## src/hdl/sfps_pkg.sv

```systemverilog
// shared types, codes and constants of the spi flash erase/program sequencer
package sfps_pkg;

  localparam int PAGE_BYTES = 256;
  localparam int MAX_RES    = 5;

  localparam logic [1:0] CMD_START  = 2'd0;
  localparam logic [1:0] CMD_DATA   = 2'd1;
  localparam logic [1:0] CMD_STATUS = 2'd2;

  localparam logic [1:0] REG_TOP_SMALL  = 2'd0;
  localparam logic [1:0] REG_ERASE_POLL = 2'd1;
  localparam logic [1:0] REG_PROG_POLL  = 2'd2;

  localparam logic [20:0] ERASE_POLL_RESET = 21'd2000000;
  localparam logic [19:0] PROG_POLL_RESET  = 20'd1000000;

  localparam logic [2:0] ERR_OK            = 3'd0;
  localparam logic [2:0] ERR_ERASE_FAIL    = 3'd1;
  localparam logic [2:0] ERR_ERASE_TIMEOUT = 3'd2;
  localparam logic [2:0] ERR_PROG_FAIL     = 3'd3;
  localparam logic [2:0] ERR_PROG_TIMEOUT  = 3'd4;

  localparam logic [7:0] OP_WREN      = 8'h06;
  localparam logic [7:0] OP_RDSR      = 8'h05;
  localparam logic [7:0] OP_ERASE_4K  = 8'h20;
  localparam logic [7:0] OP_ERASE_64K = 8'hD8;
  localparam logic [7:0] OP_PROGRAM   = 8'h02;
  localparam logic [7:0] OP_ERS_SUSP  = 8'h75;
  localparam logic [7:0] OP_PGM_SUSP  = 8'h85;
  localparam logic [7:0] OP_CLSR      = 8'h30;

  localparam logic [7:0] ERASE_BUSY_MASK = 8'h21;
  localparam logic [7:0] ERASE_FAIL_BIT  = 8'h20;
  localparam logic [7:0] PROG_BUSY_MASK  = 8'h41;
  localparam logic [7:0] PROG_FAIL_BIT   = 8'h40;

  localparam logic [23:0] SMALL_LOW_END    = 24'h020000;
  localparam logic [23:0] SMALL_HIGH_START = 24'hFE0000;

  typedef struct packed {
    logic [1:0]  command;
    logic [23:0] start_address;
    logic [24:0] byte_count;
    logic [7:0]  payload_byte;
  } item_t;

  typedef struct packed {
    logic        top_small_sectors;
    logic [20:0] erase_poll_limit;
    logic [19:0] program_poll_limit;
  } cfg_t;

  typedef struct packed {
    logic       spi_valid;
    logic [7:0] spi_byte;
    logic       frame_end;
    logic       reply_wanted;
  } ent_t;

  typedef struct packed {
    ent_t [MAX_RES-1:0] ent;
    logic [2:0]         count;
    logic               done;
    logic [2:0]         err;
  } burst_t;

  function automatic ent_t mk(logic v, logic [7:0] b, logic fe, logic rw);
    ent_t e;
    e.spi_valid    = v;
    e.spi_byte     = b;
    e.frame_end    = fe;
    e.reply_wanted = rw;
    return e;
  endfunction

endpackage

```

## src/hdl/sfps_cfg.sv

```systemverilog
// configuration register file
module sfps_cfg (
  input  logic             clk,
  input  logic             rst,
  input  logic             cfg_write,
  input  logic [1:0]       cfg_index,
  input  logic [20:0]      cfg_data,
  output sfps_pkg::cfg_t   cfg
);

  always_ff @(posedge clk) begin
    if (rst) begin
      cfg.top_small_sectors  <= 1'b0;
      cfg.erase_poll_limit   <= sfps_pkg::ERASE_POLL_RESET;
      cfg.program_poll_limit <= sfps_pkg::PROG_POLL_RESET;
    end else if (cfg_write) begin
      case (cfg_index)
        sfps_pkg::REG_TOP_SMALL:  cfg.top_small_sectors  <= cfg_data[0];
        sfps_pkg::REG_ERASE_POLL: cfg.erase_poll_limit   <= cfg_data;
        sfps_pkg::REG_PROG_POLL:  cfg.program_poll_limit <= cfg_data[19:0];
        default: ;
      endcase
    end
  end

endmodule

```

## src/hdl/sfps_fsm.sv

```systemverilog
// sequencer state and the burst of spi words that one input word causes
module sfps_fsm #(
  parameter int PAGE_BYTES = sfps_pkg::PAGE_BYTES
) (
  input  logic               clk,
  input  logic               rst,
  input  logic               fire,
  input  sfps_pkg::item_t    item,
  input  sfps_pkg::cfg_t     cfg,
  output sfps_pkg::burst_t   bst
);

  typedef enum logic [2:0] {
    PH_IDLE, PH_WREN_ERASE, PH_ERASE_POLL, PH_WREN_PROG, PH_PROG_DATA, PH_PROG_POLL
  } phase_t;

  phase_t      phase, phase_next;
  logic [23:0] current_address, address_next;
  logic [24:0] bytes_remaining, remaining_next;
  logic        sector_is_small, small_next;
  logic [8:0]  page_length, page_length_next;
  logic [8:0]  page_sent, page_sent_next;
  logic [20:0] poll_count, poll_next;

  logic [2:0]  n;
  logic        do_page;
  logic [23:0] pg_addr;
  logic [24:0] pg_rem;
  logic        pg_small;
  logic        start_small;
  logic [20:0] poll_inc;
  logic [8:0]  sent_inc;
  logic [23:0] sum_addr;
  logic [24:0] diff_rem;

  always_comb begin
    phase_next       = phase;
    address_next     = current_address;
    remaining_next   = bytes_remaining;
    small_next       = sector_is_small;
    page_length_next = page_length;
    page_sent_next   = page_sent;
    poll_next        = poll_count;
    bst              = '0;
    n                = 3'd0;
    do_page          = 1'b0;
    pg_addr          = current_address;
    pg_rem           = bytes_remaining;
    pg_small         = sector_is_small;
    poll_inc         = poll_count + 21'd1;
    sent_inc         = page_sent + 9'd1;
    sum_addr         = current_address + {15'd0, page_length};
    diff_rem         = bytes_remaining - {16'd0, page_length};
    start_small      = cfg.top_small_sectors ?
                       (item.start_address >= sfps_pkg::SMALL_HIGH_START) :
                       (item.start_address < sfps_pkg::SMALL_LOW_END);

    case (item.command)
      sfps_pkg::CMD_START: begin
        if (phase == PH_IDLE) begin
          address_next   = item.start_address;
          remaining_next = item.byte_count;
          small_next     = start_small;
          if (item.byte_count == 25'd0) begin
            bst.ent[0] = sfps_pkg::mk(1'b0, 8'd0, 1'b0, 1'b0);
            n          = 3'd1;
            bst.done   = 1'b1;
          end else begin
            do_page  = 1'b1;
            pg_addr  = item.start_address;
            pg_rem   = item.byte_count;
            pg_small = start_small;
          end
        end
      end
      sfps_pkg::CMD_DATA: begin
        if (phase == PH_PROG_DATA) begin
          page_sent_next = sent_inc;
          if (sent_inc >= page_length) begin
            bst.ent[0] = sfps_pkg::mk(1'b1, item.payload_byte, 1'b1, 1'b0);
            bst.ent[1] = sfps_pkg::mk(1'b1, sfps_pkg::OP_RDSR, 1'b0, 1'b1);
            n          = 3'd2;
            poll_next  = '0;
            phase_next = PH_PROG_POLL;
          end else begin
            bst.ent[0] = sfps_pkg::mk(1'b1, item.payload_byte, 1'b0, 1'b0);
            n          = 3'd1;
          end
        end
      end
      sfps_pkg::CMD_STATUS: begin
        case (phase)
          PH_WREN_ERASE: begin
            bst.ent[0] = sfps_pkg::mk(1'b1, sector_is_small ? sfps_pkg::OP_ERASE_4K :
                                      sfps_pkg::OP_ERASE_64K, 1'b0, 1'b0);
            bst.ent[1] = sfps_pkg::mk(1'b1, current_address[23:16], 1'b0, 1'b0);
            bst.ent[2] = sfps_pkg::mk(1'b1, current_address[15:8], 1'b0, 1'b0);
            bst.ent[3] = sfps_pkg::mk(1'b1, current_address[7:0], 1'b1, 1'b0);
            bst.ent[4] = sfps_pkg::mk(1'b1, sfps_pkg::OP_RDSR, 1'b0, 1'b1);
            n          = 3'd5;
            poll_next  = '0;
            phase_next = PH_ERASE_POLL;
          end
          PH_WREN_PROG: begin
            // program opcode and address open the data frame
            bst.ent[0] = sfps_pkg::mk(1'b1, sfps_pkg::OP_PROGRAM, 1'b0, 1'b0);
            bst.ent[1] = sfps_pkg::mk(1'b1, current_address[23:16], 1'b0, 1'b0);
            bst.ent[2] = sfps_pkg::mk(1'b1, current_address[15:8], 1'b0, 1'b0);
            bst.ent[3] = sfps_pkg::mk(1'b1, current_address[7:0], 1'b0, 1'b0);
            n          = 3'd4;
            phase_next = PH_PROG_DATA;
          end
          PH_ERASE_POLL: begin
            if ((item.payload_byte & sfps_pkg::ERASE_BUSY_MASK) == 8'd0) begin
              bst.ent[0] = sfps_pkg::mk(1'b1, sfps_pkg::OP_WREN, 1'b1, 1'b0);
              bst.ent[1] = sfps_pkg::mk(1'b1, sfps_pkg::OP_RDSR, 1'b0, 1'b1);
              n          = 3'd2;
              phase_next = PH_WREN_PROG;
            end else if ((item.payload_byte & sfps_pkg::ERASE_FAIL_BIT) != 8'd0) begin
              bst.ent[0] = sfps_pkg::mk(1'b1, sfps_pkg::OP_CLSR, 1'b1, 1'b0);
              n          = 3'd1;
              phase_next = PH_IDLE;
              bst.done   = 1'b1;
              bst.err    = sfps_pkg::ERR_ERASE_FAIL;
            end else begin
              poll_next = poll_inc;
              if (poll_inc >= cfg.erase_poll_limit) begin
                bst.ent[0] = sfps_pkg::mk(1'b1, sfps_pkg::OP_ERS_SUSP, 1'b1, 1'b0);
                bst.ent[1] = sfps_pkg::mk(1'b1, sfps_pkg::OP_CLSR, 1'b1, 1'b0);
                n          = 3'd2;
                phase_next = PH_IDLE;
                bst.done   = 1'b1;
                bst.err    = sfps_pkg::ERR_ERASE_TIMEOUT;
              end else begin
                bst.ent[0] = sfps_pkg::mk(1'b1, sfps_pkg::OP_RDSR, 1'b0, 1'b1);
                n          = 3'd1;
              end
            end
          end
          PH_PROG_POLL: begin
            if ((item.payload_byte & sfps_pkg::PROG_BUSY_MASK) == 8'd0) begin
              address_next   = sum_addr;
              remaining_next = diff_rem;
              // page covered the whole remainder
              if (bytes_remaining == {16'd0, page_length}) begin
                bst.ent[0] = sfps_pkg::mk(1'b0, 8'd0, 1'b0, 1'b0);
                n          = 3'd1;
                phase_next = PH_IDLE;
                bst.done   = 1'b1;
              end else begin
                do_page  = 1'b1;
                pg_addr  = sum_addr;
                pg_rem   = diff_rem;
              end
            end else if ((item.payload_byte & sfps_pkg::PROG_FAIL_BIT) != 8'd0) begin
              bst.ent[0] = sfps_pkg::mk(1'b1, sfps_pkg::OP_CLSR, 1'b1, 1'b0);
              n          = 3'd1;
              phase_next = PH_IDLE;
              bst.done   = 1'b1;
              bst.err    = sfps_pkg::ERR_PROG_FAIL;
            end else begin
              poll_next = poll_inc;
              if (poll_inc >= {1'b0, cfg.program_poll_limit}) begin
                bst.ent[0] = sfps_pkg::mk(1'b1, sfps_pkg::OP_PGM_SUSP, 1'b1, 1'b0);
                bst.ent[1] = sfps_pkg::mk(1'b1, sfps_pkg::OP_CLSR, 1'b1, 1'b0);
                n          = 3'd2;
                phase_next = PH_IDLE;
                bst.done   = 1'b1;
                bst.err    = sfps_pkg::ERR_PROG_TIMEOUT;
              end else begin
                bst.ent[0] = sfps_pkg::mk(1'b1, sfps_pkg::OP_RDSR, 1'b0, 1'b1);
                n          = 3'd1;
              end
            end
          end
          default: ;
        endcase
      end
      default: ;
    endcase

    // new page: write enable frame, then status read; erase first on a sector start
    if (do_page) begin
      page_length_next = (pg_rem < 25'(PAGE_BYTES)) ? pg_rem[8:0] : 9'(PAGE_BYTES);
      page_sent_next   = '0;
      bst.ent[n]        = sfps_pkg::mk(1'b1, sfps_pkg::OP_WREN, 1'b1, 1'b0);
      bst.ent[n + 3'd1] = sfps_pkg::mk(1'b1, sfps_pkg::OP_RDSR, 1'b0, 1'b1);
      n                 = n + 3'd2;
      if (pg_small ? (pg_addr[11:0] == 12'd0) : (pg_addr[15:0] == 16'd0)) begin
        phase_next = PH_WREN_ERASE;
      end else begin
        phase_next = PH_WREN_PROG;
      end
    end

    bst.count = n;
  end

  always_ff @(posedge clk) begin
    if (rst) begin
      phase           <= PH_IDLE;
      current_address <= '0;
      bytes_remaining <= '0;
      sector_is_small <= 1'b0;
      page_length     <= '0;
      page_sent       <= '0;
      poll_count      <= '0;
    end else if (fire) begin
      phase           <= phase_next;
      current_address <= address_next;
      bytes_remaining <= remaining_next;
      sector_is_small <= small_next;
      page_length     <= page_length_next;
      page_sent       <= page_sent_next;
      poll_count      <= poll_next;
    end
  end

endmodule

```

## src/hdl/sfps_burst.sv

```systemverilog
// result buffer: holds one burst of spi words and hands them out one per cycle while out_ready is high
module sfps_burst (
  input  logic               clk,
  input  logic               rst,
  input  logic               load,
  input  sfps_pkg::burst_t   bst,
  output logic               free,
  output logic               out_valid,
  input  logic               out_ready,
  output logic               spi_valid,
  output logic [7:0]         spi_byte,
  output logic               frame_end,
  output logic               reply_wanted,
  output logic               op_done,
  output logic [2:0]         error_code,
  output logic               last_of_run
);

  sfps_pkg::ent_t [sfps_pkg::MAX_RES-1:0] ent;
  logic [2:0] cnt;
  logic       done;
  logic [2:0] err;
  logic       pop;

  assign pop          = out_valid && out_ready;
  assign out_valid    = (cnt != 3'd0);
  assign free         = (cnt == 3'd0) || ((cnt == 3'd1) && out_ready);
  assign spi_valid    = ent[0].spi_valid;
  assign spi_byte     = ent[0].spi_byte;
  assign frame_end    = ent[0].frame_end;
  assign reply_wanted = ent[0].reply_wanted;
  assign last_of_run  = (cnt == 3'd1);
  assign op_done      = done && last_of_run;
  assign error_code   = op_done ? err : sfps_pkg::ERR_OK;

  always_ff @(posedge clk) begin
    if (rst) begin
      cnt <= '0;
    end else if (load) begin
      cnt <= bst.count;
    end else if (pop) begin
      cnt <= cnt - 3'd1;
    end
  end

  // payload needs no reset
  always_ff @(posedge clk) begin
    if (load) begin
      ent  <= bst.ent;
      done <= bst.done;
      err  <= bst.err;
    end else if (pop) begin
      for (int i = 0; i < sfps_pkg::MAX_RES - 1; i++) begin
        ent[i] <= ent[i + 1];
      end
    end
  end

  a_cnt_range: assert property (@(posedge clk) disable iff (rst)
    cnt <= 3'(sfps_pkg::MAX_RES))
    else $error("burst count out of range");

  a_load_free: assert property (@(posedge clk) disable iff (rst)
    load |-> ((cnt == 3'd0) || ((cnt == 3'd1) && out_ready)))
    else $error("burst loaded over pending words");

  a_err_done: assert property (@(posedge clk) disable iff (rst)
    (out_valid && (error_code != sfps_pkg::ERR_OK)) |-> (op_done && last_of_run))
    else $error("error code outside a final word");

  a_pop_count: assert property (@(posedge clk) disable iff (rst)
    (pop && !load && (cnt == 3'd2)) |=> last_of_run)
    else $error("burst count did not step down");

endmodule

```

## src/hdl/spi_flash_erase_program_sequencer_core.sv

```systemverilog
// top level of the spi flash erase/program sequencer
//
//  channel  handshake             payload
//  in       in_valid/in_ready     command, start_address, byte_count, payload_byte
//  out      out_valid/out_ready   spi_valid, spi_byte, frame_end, reply_wanted,
//                                 op_done, error_code, last_of_run
//  cfg      cfg_write             cfg_index, cfg_data
//
// an input word is registered, then decoded combinationally into a burst of 0 to 5
// spi words; a burst that is not empty loads the result buffer, and the buffer
// hands out one word per cycle while out_ready is high
// the next input word is taken while the buffer still drains
// reset is synchronous and clears sequencer state and restores register defaults
module spi_flash_erase_program_sequencer_core #(
  parameter int PAGE_BYTES = sfps_pkg::PAGE_BYTES
) (
  input  logic        clk,
  input  logic        rst,
  input  logic        cfg_write,
  input  logic [1:0]  cfg_index,
  input  logic [20:0] cfg_data,
  input  logic        in_valid,
  output logic        in_ready,
  input  logic [1:0]  command,
  input  logic [23:0] start_address,
  input  logic [24:0] byte_count,
  input  logic [7:0]  payload_byte,
  output logic        out_valid,
  input  logic        out_ready,
  output logic        spi_valid,
  output logic [7:0]  spi_byte,
  output logic        frame_end,
  output logic        reply_wanted,
  output logic        op_done,
  output logic [2:0]  error_code,
  output logic        last_of_run
);

  sfps_pkg::cfg_t   cfg;
  sfps_pkg::item_t  item;
  sfps_pkg::burst_t bst;
  logic             in_full;
  logic             free;
  logic             fire;

  assign fire     = in_full && free;
  assign in_ready = !in_full || free;

  always_ff @(posedge clk) begin
    if (rst) begin
      in_full <= 1'b0;
    end else if (in_valid && in_ready) begin
      in_full <= 1'b1;
    end else if (fire) begin
      in_full <= 1'b0;
    end
  end

  always_ff @(posedge clk) begin
    if (in_valid && in_ready) begin
      item.command       <= command;
      item.start_address <= start_address;
      item.byte_count    <= byte_count;
      item.payload_byte  <= payload_byte;
    end
  end

  sfps_cfg u_cfg (
    .clk       (clk),
    .rst       (rst),
    .cfg_write (cfg_write),
    .cfg_index (cfg_index),
    .cfg_data  (cfg_data),
    .cfg       (cfg)
  );

  sfps_fsm #(
    .PAGE_BYTES (PAGE_BYTES)
  ) u_fsm (
    .clk  (clk),
    .rst  (rst),
    .fire (fire),
    .item (item),
    .cfg  (cfg),
    .bst  (bst)
  );

  sfps_burst u_burst (
    .clk          (clk),
    .rst          (rst),
    .load         (fire && (bst.count != 3'd0)),
    .bst          (bst),
    .free         (free),
    .out_valid    (out_valid),
    .out_ready    (out_ready),
    .spi_valid    (spi_valid),
    .spi_byte     (spi_byte),
    .frame_end    (frame_end),
    .reply_wanted (reply_wanted),
    .op_done      (op_done),
    .error_code   (error_code),
    .last_of_run  (last_of_run)
  );

endmodule
```

## config.mk

```make
export PLATFORM = sky130hd
export DESIGN_NAME = spi_flash_erase_program_sequencer_core
export DESIGN_NICKNAME = d
export VERILOG_FILES = /design/src/hdl/sfps_pkg.sv /design/src/hdl/sfps_cfg.sv /design/src/hdl/sfps_fsm.sv /design/src/hdl/sfps_burst.sv /design/src/hdl/spi_flash_erase_program_sequencer_core.sv
export SDC_FILE = /design/constraint.sdc
export NUM_CORES = 1
export LEC_CHECK = 0
export BUFFER_PORTS_ARGS = -buffer_cell sky130_fd_sc_hd__clkbuf_2
export CAP_MARGIN = 20
export CORE_ASPECT_RATIO = 1.2
export CORE_MARGIN = 5
export CORE_UTILIZATION = 55
export DETAILED_ROUTE_END_ITERATION = 16
export PLACE_DENSITY = 0.77
export SLEW_MARGIN = 40
export SYNTH_ARGS = -nofsm -noshare
export SYNTH_HDL_FRONTEND = slang
export SYNTH_SLANG_ARGS = --single-unit
```

## constraint.sdc

```tcl
create_clock -name clk -period 5.6 [get_ports clk]
set_clock_uncertainty 0.15 [all_clocks]
set_input_delay 0.56 -clock clk [delete_from_list [all_inputs] [get_ports clk]]
set_output_delay 0.56 -clock clk [all_outputs]
set_load 0.02 [all_outputs]
```

; ---- Word level (Yosys, flattened, before mapping)
; Index checks and enable logic that the tools add are counted.
[classes]
n_eq_ne = 27
mux = 115
n_bitwise = 6
reduce_logical = 38
magnitude_cmp = 10
n_addsub = 7
[op_table]
columns = op, count
row1 = $mux W25, 8
row2 = $mux W21, 6
row3 = $mux W11, 10
row4 = $pmux W25 S2, 2
row5 = $mux W44, 2
row6 = $pmux W22 S4, 1
row7 = $mux W16, 5
row8 = $mux W24, 3
row9 = $and A35 B35 Y35, 2
row10 = $not A35 Y35, 2
row11 = $demux W11 S3, 2
row12 = $pmux W21 S3, 1
row13 = $mux W55, 1
row14 = $mux W3, 18
row15 = $mux W9, 6
row16 = $pmux W24 S2, 1
row17 = $mux W22, 2
row18 = $pmux W11 S2, 2
row19 = $pmux W22 S2, 1
row20 = $pmux W21 S2, 1
row21 = $or A20 B20 Y20, 2
row22 = $mux W33, 1
row23 = $pmux W16 S2, 1
row24 = $eq A25 B9 Y1, 1
row25 = other kinds (54), 122
[word_totals]
word_cells = 241
output_inout_bits = 18
ff_bits = 256
inputBits = 87

; ---- Logic depth before layout (Yosys ltp)
; Gate-level depths: netlist of the first run.
[depth]
word_depth = 16
depth_mapped = 22
mapped_depth_nobuf = 22

; ---- Hierarchy
; From an unflattened synthesis of the first run, not the netlist that was laid out.
[hier_totals]
hier_cells = 1647
hier_area_um2 = 15372.2
[modules_own_cells]
columns = module, cells_per_inst, instances, area_per_inst_um2, seq_area_each_um2
row1 = sfps_fsm, 1262, 1, 9131.3, 1841.8
row2 = sfps_burst, 148, 1, 2633.8, 1831.8
row3 = spi_flash_erase_program_sequencer_core, 66, 1, 1839.3, 1791.7
row4 = sfps_cfg, 171, 1, 1767.9, 840.8

; ---- Worst setup path after synthesis of the first run
; Ideal clock, no wire load.
[synth_path]
kind = reg-to-reg
start = reg u_fsm.poll_count[0]
end = reg u_burst.ent[11] (netlist bit), enable pin
arrival_ps = 5207
t_required_ps = 4888
period_less_slack_ps = 5919
path_stages_with_launch = 20
path_buffers = 2
setup_ps = 562
setup_slack_ps = -319
cell_sequence = dfxtp_1 -> ha_1 -> nand3_2 -> or4_1 -> buf_2 -> nor3_1 -> nand3_1 -> xnor2_1 -> ha_1 -> a211oi_1 -> o21ai_0 -> a2111oi_0 -> a31oi_1 -> and3_1 -> o31ai_4 -> inv_2 -> nor3_4 -> a21oi_4 -> buf_6 -> nand2b_1
[synth_via]
elab_chain_len = 12
word_cells_on_any_way = 16
classes_between = add/sub: 2 / order compare: 2 / mux: 9 / reduce/logical: 3
[synth_lines]
columns = item, line_no
row1 = from (decl), sfps_fsm.sv:23  ; logic [20:0] poll_count, poll_next;
row2 = from (signal assigned), sfps_fsm.sv:215  ; poll_count <= poll_next;
row3 = $add A21 B1 Y21 *, sfps_fsm.sv:50  ; poll_inc = poll_count + 21'd1;
row4 = $ge A21 B20 Y1 / $ge A21 B21 Y1 (equally long branches), "sfps_fsm.sv:163, sfps_fsm.sv:127"
row5 = "$mux W2, on equally long branches", "sfps_fsm.sv:163, sfps_fsm.sv:127"
row6 = "$mux W2, on equally long branches", "sfps_fsm.sv:155, sfps_fsm.sv:119"
row7 = "$mux W3, on equally long branches", "sfps_fsm.sv:141, sfps_fsm.sv:114"
row8 = $pmux W3 S4 *, sfps_fsm.sv:92  ; case (phase)
row9 = $pmux W3 S3 *, sfps_fsm.sv:58  ; case (item.command)
row10 = $add A3 B2 Y3, sfps_fsm.sv:188  ; n = n + 3'd2;
row11 = $mux W3 *, sfps_fsm.sv:183  ; if (do_page) begin
row12 = $reduce_bool A3 Y1 *, spi_flash_erase_program_sequencer_core.sv:91  ; .load (fire && (bst.count != 3'd0)),
row13 = $logic_and A1 B1 Y1 *, spi_flash_erase_program_sequencer_core.sv:91
row14 = $reduce_bool A2 Y1 (no line) *, --
row15 = to (signal assigned), sfps_burst.sv:49  ; ent <= bst.ent;
row16 = "to (signal, indexed assignment)", sfps_burst.sv:54  ; ent[i] <= ent[i + 1];
row17 = to (decl), sfps_burst.sv:19  ; sfps_pkg::ent_t [sfps_pkg::MAX_RES-1:0] ent;
; Every way passes the cells marked *; elsewhere a longest branch is shown, timed or not.
; A chain may end at the register's enable or synchronous reset.

; ---- Worst setup path after layout of the first run
[layout_path]
start = reg u_fsm.poll_count[1]
end = reg u_burst.ent[15] (netlist bit) (data pin)
[layout_via]
elab_chain_len = 15
word_cells_on_any_way = 30
classes_between = add/sub: 3 / order compare: 6 / mux: 15 / bitwise: 2 / reduce/logical: 4
[layout_lines]
columns = item, line_no
row1 = $add A21 B1 Y21 *, sfps_fsm.sv:50
row2 = $ge A21 B20 Y1 / $ge A21 B21 Y1 (equally long branches), "sfps_fsm.sv:163, sfps_fsm.sv:127"
row3 = "$mux W2, on equally long branches", "sfps_fsm.sv:163, sfps_fsm.sv:127"
row4 = "$mux W2, on equally long branches", "sfps_fsm.sv:155, sfps_fsm.sv:119"
row5 = "$mux W3, on equally long branches", "sfps_fsm.sv:141, sfps_fsm.sv:114"
row6 = $pmux W3 S4 *, sfps_fsm.sv:92
row7 = $pmux W3 S3 *, sfps_fsm.sv:58
row8 = $add A3 B1 Y3 (tied with other cells), sfps_fsm.sv:187  ; bst.ent[n + 3'd1] = sfps_pkg::mk(1'b1, sfps_pkg::OP_RDSR, 1'b0, 1'b1);
row9 = $lt A3 B4 Y1 (not written as such) (tied with other cells), sfps_fsm.sv:187
row10 = $logic_and A1 B1 Y1 (not written as such) / $mux W11 (equally long branches), "sfps_fsm.sv:187, sfps_fsm.sv:186"
row11 = $mux W11 (not written as such) / $demux W11 S3 (equally long branches), --
row12 = $demux W11 S3 / $or A20 B20 Y20 (equally long branches), --
row13 = $or A20 B20 Y20 (no line), --
row14 = $mux W55, sfps_fsm.sv:183
row15 = $mux W44 *, sfps_burst.sv:48  ; if (load) begin
; Marks and branches as above.

==> reports/metrics.yaml, run 1 <==
cts_buffer_depth: 3
synthCells: 1672
fmax_mhz: 186
yosysTopAreaCellShare_pct: 22.5
coreArea_um2: 26400
antenna_found_initial: 0
clkLatencyLatePin_ns: 0.54
swShare_pct: 32.7
status: "complete, no violations"
arrival_ns: 5.51
antenna_left: 0
die_h_um: 189
vias_per_cell: 6.15
power.switching_mw: 1.90
fin_total_pwr_mw: 5.81
p_per_area_nw_per_um2: 353
grt_pass1_wl_um: 61700
row_count: 65
cp_max_fo: 5
critPathLaunchType: "flip-flop"
synth_nets: 1842
nets: 1908
met1_usage_pct: 29.8
track_usage_pct: 24.3
met3_usage_pct: 3.35
post_drt_wl_per_cell_um: 18.3
yosysMostFrequentCell: "nand2_1"
synth_cell_types: 82
synth_area_per_cell_um2: 8.78
portBuffers: 104
grt-busiest-layer: "met2"
ys_top_cells_by_count: "nand2_1 (178), a21oi_1 (168), nor2_1 (166), dfxtp_1 (138), edfxtp_1 (110)"
die_w_um: 159
drv_slew: 0
drive_gt1_share_pct: 13.9
synth_seq_cells: 248
power_leakage_nw: 6.43
globalRouteMet2Util_pct: 42.5
overflow: 0
critPathCaptureType: "flip-flop"
insertedDiodeCount: 0
start_util_pct: 55.7
pwr-share-seq_pct: 40.3
vdd_ir_drop_max_mv: 0.278
setup.worst_path.start: "u_fsm.poll_count[1]"
p_clk_share_pct: 31.9
timing.rr.end: "u_burst.ent[15]"
dp_hpwl_um: 27600
dieArea_um2: 30100
syn-cell-area_um2: 14700
tightest_slew_ns: 0.822
fin_crit_sh_pct: 95.9
dr.pass1.iters: 6
drt_iter0_drc: 977
synth-edff-count: 110
hold_end: "item[47]"
cts.sinks: 248
root_buffer: "clkbuf_16"
slew_headroom_pct: 45.2
worst-setup-path-type: "reg -> reg"
drv_cap: 0
io_pins: 105
min_path_cells: 1
p_int_mw: 3.91
async_flop_share_pct: 0
drc: 0
grt_max_degree: 100
place_congestion: 0.952
syn2layout_area_growth_pct: 12.0
worstHoldStart: "start_address[14]"
path_clk_slew_ns: 0.06
period_minus_slack_ns: 5.37
htreeDepth: 1
setup_viol: 0
synth_area_leaders: "edfxtp_1 (22%), dfxtp_1 (19%), ha_1 (6.9%)"
yosys.area.top_type: "edfxtp_1"
tns_ns: 0
numCtsBuffers: 26
r2r-start: "u_fsm.poll_count[1]"
ys_seq_area_share_pct: 41.3
hold_viol_final: 0
hold_path.class: "in -> reg"
cts_tree: "yes"
yosysWarnings: 0
reg2reg_slack_ns: 0.23
grt_pass1_vias: 12300
drt_wl_total_um: 38300
critical_path_required_ns: 5.74
num_vias: 12900
reg2reg_depth: 22
synth_ff_type: "dfxtp_1"
p_comb_share_pct: 27.8
## repair_timing
item / in CTS / in global routing
buffers inserted: 0 / 3
hold buffers: 0 / 0
resized for setup: 0 / 10
setup endpoints to repair: 0 / 89
## worst max-delay path, cell delays in order (launching register included)
cell	delay [ns]
dfxtp_1	0.38
ha_2	0.25
nand3_2	0.13
or4_4	0.57
nor3_1	0.20
buf_4	0.17
xor2_1	0.22
ha_1	0.18
nand4_1	0.18
nor4_2	0.34
o21ai_0	0.20
a31oi_1	0.35
buf_4	0.18
a21oi_1	0.06
o31ai_1	0.33
inv_1	0.15
ha_1	0.23
xnor2_1	0.16
nand2_1	0.10
nor2_1	0.06
nor2_1	0.16
o21ai_0	0.12
mux2_4	0.27
## power groups by stage
stage | sequential [mW] | combinational (mW) | clock [mW]
2_1_floorplan | 2.32 | 1.21 | 0
3_3_place_gp | 2.37 | 1.54 | 0
3_5_place_dp | 2.38 | 1.58 | 0
4_1_cts | 2.34 | 1.59 | 1.88
5_1_grt | 2.37 | 1.78 | 1.97
6_report | 2.34 | 1.61 | 1.86
## per-layer routing
| layer | share of wire, % | wire, um | vias to the layer above |
|---|---|---|---|
| met5 | 0 | 0 | - |
| met4 | 5.1 | 1950 | 0 |
| met3 | 6.2 | 2380 | 112 |
| met2 | 48 | 18500 | 498 |
| met1 | 40 | 15400 | 6070 |
| li1 | - | - | 6196 |
## registers in the layout (all words and copies together) (netlist names), 3 cells and up
signal	cells
item	59
u_cfg.cfg	42
u_burst.ent	36
u_fsm.bytes_remaining	25
u_fsm.current_address	24
u_fsm.poll_count	21
u_fsm.page_length	9
u_fsm.page_sent	9
u_burst.spi_byte	8
u_burst.cnt	3
u_burst.err	3
u_fsm.phase	3
## worst max path at each step
| stage | end | slack (ns) | cells past startpoint |
|---|---|---|---|
| 5_1_grt | u_burst.ent[15] | -0.006 | 22 |
| 6_report | u_burst.ent[15] | 0.23 | 22 |
| 3_3_place_gp | u_burst.ent[13] | 0.28 | 21 |
| 3_5_place_dp | u_burst.ent[13] | 0.20 | 21 |
| 4_1_cts | u_burst.ent[15] | 0.12 | 21 |
| 2_1_floorplan | u_burst.ent[11] | 0.1 | 19 |
## per-stage QoR
step                hold slack, ns  cells  cell area, um^2  util, %  setup WS, ns
floorplan                    0.286   1672            14700        -        0.0994
global placement             0.292   2042            15400     58.6         0.278
detailed placement           0.298   2042            15400     58.6         0.198
CTS                         0.0295   2090            16400     62.1         0.120
global route                0.0280   2093            16400     62.4      -0.00572
finish                      0.0436   2093            16400     62.4         0.230
## cell usage in the layout (no fill, tap or decap), types with 16 or more instances in the layout
cell type	instances
nand2_1	178
a21oi_1	168
nor2_1	165
dfxtp_1	135
edfxtp_1	110
clkbuf_2	103
inv_1	98
o21ai_0	79
ha_1	79
nand3_1	42
nor3_1	37
mux2i_1	33
a211oi_1	32
buf_4	30
xnor2_1	27
clkbuf_16	27
and3_1	24
nand4_1	22
a211o_1	21
or3_1	20
nor4_1	20
a31oi_1	17
nor2b_1	16
a21o_1	16
mux2_4	16
## final cells by class
type	instances	area [um^2]
clock inverters	14	176
fillers	2233	9910
well taps	335	419
multi-input cells	1229	7900
flip-flops and latches	248	6070
inverters	99	372
repair buffers	134	752
clock buffers	34	752
## kinds of logic after synthesis
group           count (synthesis)  share of synthesized area, %
simple gates                  604                          20.0
fa+ha+maj                      83                          7.18
buf+inv                       195                          5.40
compound gates                446                          19.3
flops                         248                          41.3
mux                            57                          4.50
xor+xnor                       39                          2.33
Power figures use the tool's default switching activity.
==> run 2: changes to the inputs <==
--- a/config.mk
+++ b/config.mk
@@ -8,7 +8,7 @@
 export BUFFER_PORTS_ARGS = -buffer_cell sky130_fd_sc_hd__clkbuf_2
 export CAP_MARGIN = 20
 export CORE_ASPECT_RATIO = 1.2
-export CORE_MARGIN = 5
+export CORE_MARGIN = 2
 export CORE_UTILIZATION = 55
 export DETAILED_ROUTE_END_ITERATION = 16
 export PLACE_DENSITY = 0.77
==> run 2 against run 1 <==
Flip-flop and latch count is the same. Via count shrank 0.52%. Cell area shrank 0.86%. Total power shrank 3.2%. Setup slack gained 0.051 ns. Global-route usage grew 2.4 points. Register-to-register slack gained 0.05 ns. Fmax grew 0.96%. Combinational power is essentially flat. Clock-buffer cell count is the same. Critical endpoint unchanged. Highest routed layer unchanged.
==> reports/metrics.yaml, run 2 (same netlist as run 1, synthesis figures left out) <==
status: "complete, no violations"
dp.cells: 2040
worst-setup-path-type: "reg -> reg"
vdd_ir_drop_max_mv: 0.293
dieArea_um2: 28000
antenna_left: 0
seqCellArea_um2: 6070
root_buffer: "clkbuf_16"
arrival_ns: 5.47
drv_slew: 0
insertedDiodeCount: 0
dp_slack_ns: 0.127
most-common-layout-cells: "nand2_1 (178), a21oi_1 (168), nor2_1 (165)"
drt_iter0_drc: 969
htreeDepth: 1
critPathLaunchType: "flip-flop"
critPathCaptureType: "flip-flop"
period_minus_slack_ns: 5.32
multi_input_area_um2: 7900
die_h_um: 183
regMostFlops: "item"
antenna_found_initial: 0
drt_wl_total_um: 38400
drive_gt1_share_pct: 13.3
hold_path.class: "in -> reg"
slew_headroom_pct: 43.0
cp_max_fo: 7
p_comb_share_pct: 28.9
nets: 1905
track_usage_pct: 26.7
nFillCells: 2220
drv_cap: 0
io_pins: 105
fin_cells: 2090
fmax_mhz: 188
cts.sinks: 248
place_congestion: 0.972
top_regs: "item x59, u_cfg.cfg x42, u_burst.ent x36"
vias_per_cell: 6.13
hold_viol_final: 0
swShare_pct: 34.3
cts_buffer_depth: 3
syn2layout_area_growth_pct: 11.0
dp_hpwl_um: 27800
grt_max_degree: 69
fin_total_pwr_mw: 5.63
largest_reg_flops: 59
numCtsBuffers: 27
overflow: 0
p_per_area_nw_per_um2: 345
row_count: 65
layout_commonest_cell: "nand2_1"
coreArea_um2: 26300
tightest_slew_ns: 0.847
setup_viol: 0
fin_crit_sh_pct: 95.0
post_drt_wl_per_cell_um: 18.4
path_clk_slew_ns: 0.07
portBuffers: 104
dr.pass1.iters: 7
grt_pass1_vias: 12400
die_w_um: 153
whs_ns: 0.0373
power.switching_mw: 1.93
p_int_mw: 3.70
p_clk_share_pct: 29.4
power_leakage_nw: 6.35
clkLatencyLatePin_ns: 0.55
pwr-share-seq_pct: 41.7
drc: 0
cts_hold_buf: 0
grt_pass1_wl_um: 61600
start_util_pct: 55.9
timing.final.ws_setup_ns: 0.281
critical_path_required_ns: 5.75
num_vias: 12800
cts_tree: "yes"
[run 2: cell types whose count changed in the layout (fill, tap and decap cells not counted), moves of 2 or more]
cell,change
buf_4,-4
bufinv_16,-4
clkbuf_1,+3
clkbuf_8,-3
clkinvlp_4,+2
dfxtp_1,+2
dfxtp_2,-2
[run 2: repair_timing]
action | 4_1_cts | 5_1_grt
gates resized for setup | 0 | 7
buffers inserted | 0 | 1
setup endpoints to repair | 0 | 86
[run 2: worst paths after layout]
check        depth (start not counted)               to  slack [ns]           startpoint
max reg2reg                         21  u_burst.ent[15]        0.28  u_fsm.poll_count[0]
min                                  1         item[23]        0.04       byte_count[15]
max                                 21  u_burst.ent[15]        0.28  u_fsm.poll_count[0]
min reg2reg                          2     u_cfg.cfg[7]        0.31         u_cfg.cfg[7]
[run 2: area by class of cell]
class	instances	area share, %
multi-input cells	1229	48.5
flip-flops and latches	248	37.2
repair buffers	130	4.48
clock buffers	34	4.43
well taps	335	2.57
inverters	99	2.28
clock inverters	15	0.530
[run 2: metrics by stage]
step                cell area (um^2)  util [%]  setup TNS [ns]
floorplan                      14700         -               0
CTS                            16300      61.9               0
global route                   16300      62.0       -0.000524
global placement               15400      58.7               0
finish                         16300      62.0               0
detailed placement             15400      58.8               0
[run 2: metal layers]
metal / vias up / GRT usage, % / share of wire [%]
li1: 6200 / - / -
met3: 139 / 3.47 / 5.5
met2: 438 / 46.5 / 49
met5: - / 0 / 0
met4: 0 / 13.9 / 5.5
met1: 6032 / 32.3 / 40
[run 2: worst max-delay path, cell delays in order, from the launching register on]
cell and delay [ns]:
dfxtp_2 0.39, ha_2 0.25, nand3_2 0.13, or4_1 0.60, buf_4 0.20, nor2_1 0.11
xor2_1 0.30, ha_1 0.20, nand4_1 0.14, nor4_1 0.29, o21ai_0 0.23, a31oi_1 0.38
a21oi_1 0.11, o31ai_1 0.37, inv_1 0.16, ha_1 0.24, xnor2_1 0.16, nand2_1 0.10
nor2_1 0.07, nor2_1 0.13, o21ai_0 0.11, mux2_4 0.27
[run 2: power by group through the flow]
stage               Sequential [mW]  Clock (mW)  Combinational (mW)
floorplan                      2.32           0                1.21
global placement               2.37           0                1.55
detailed placement             2.38           0                1.59
CTS                            2.34        1.67                1.60
global route                   2.37        1.75                1.79
finish                         2.35        1.66                1.63
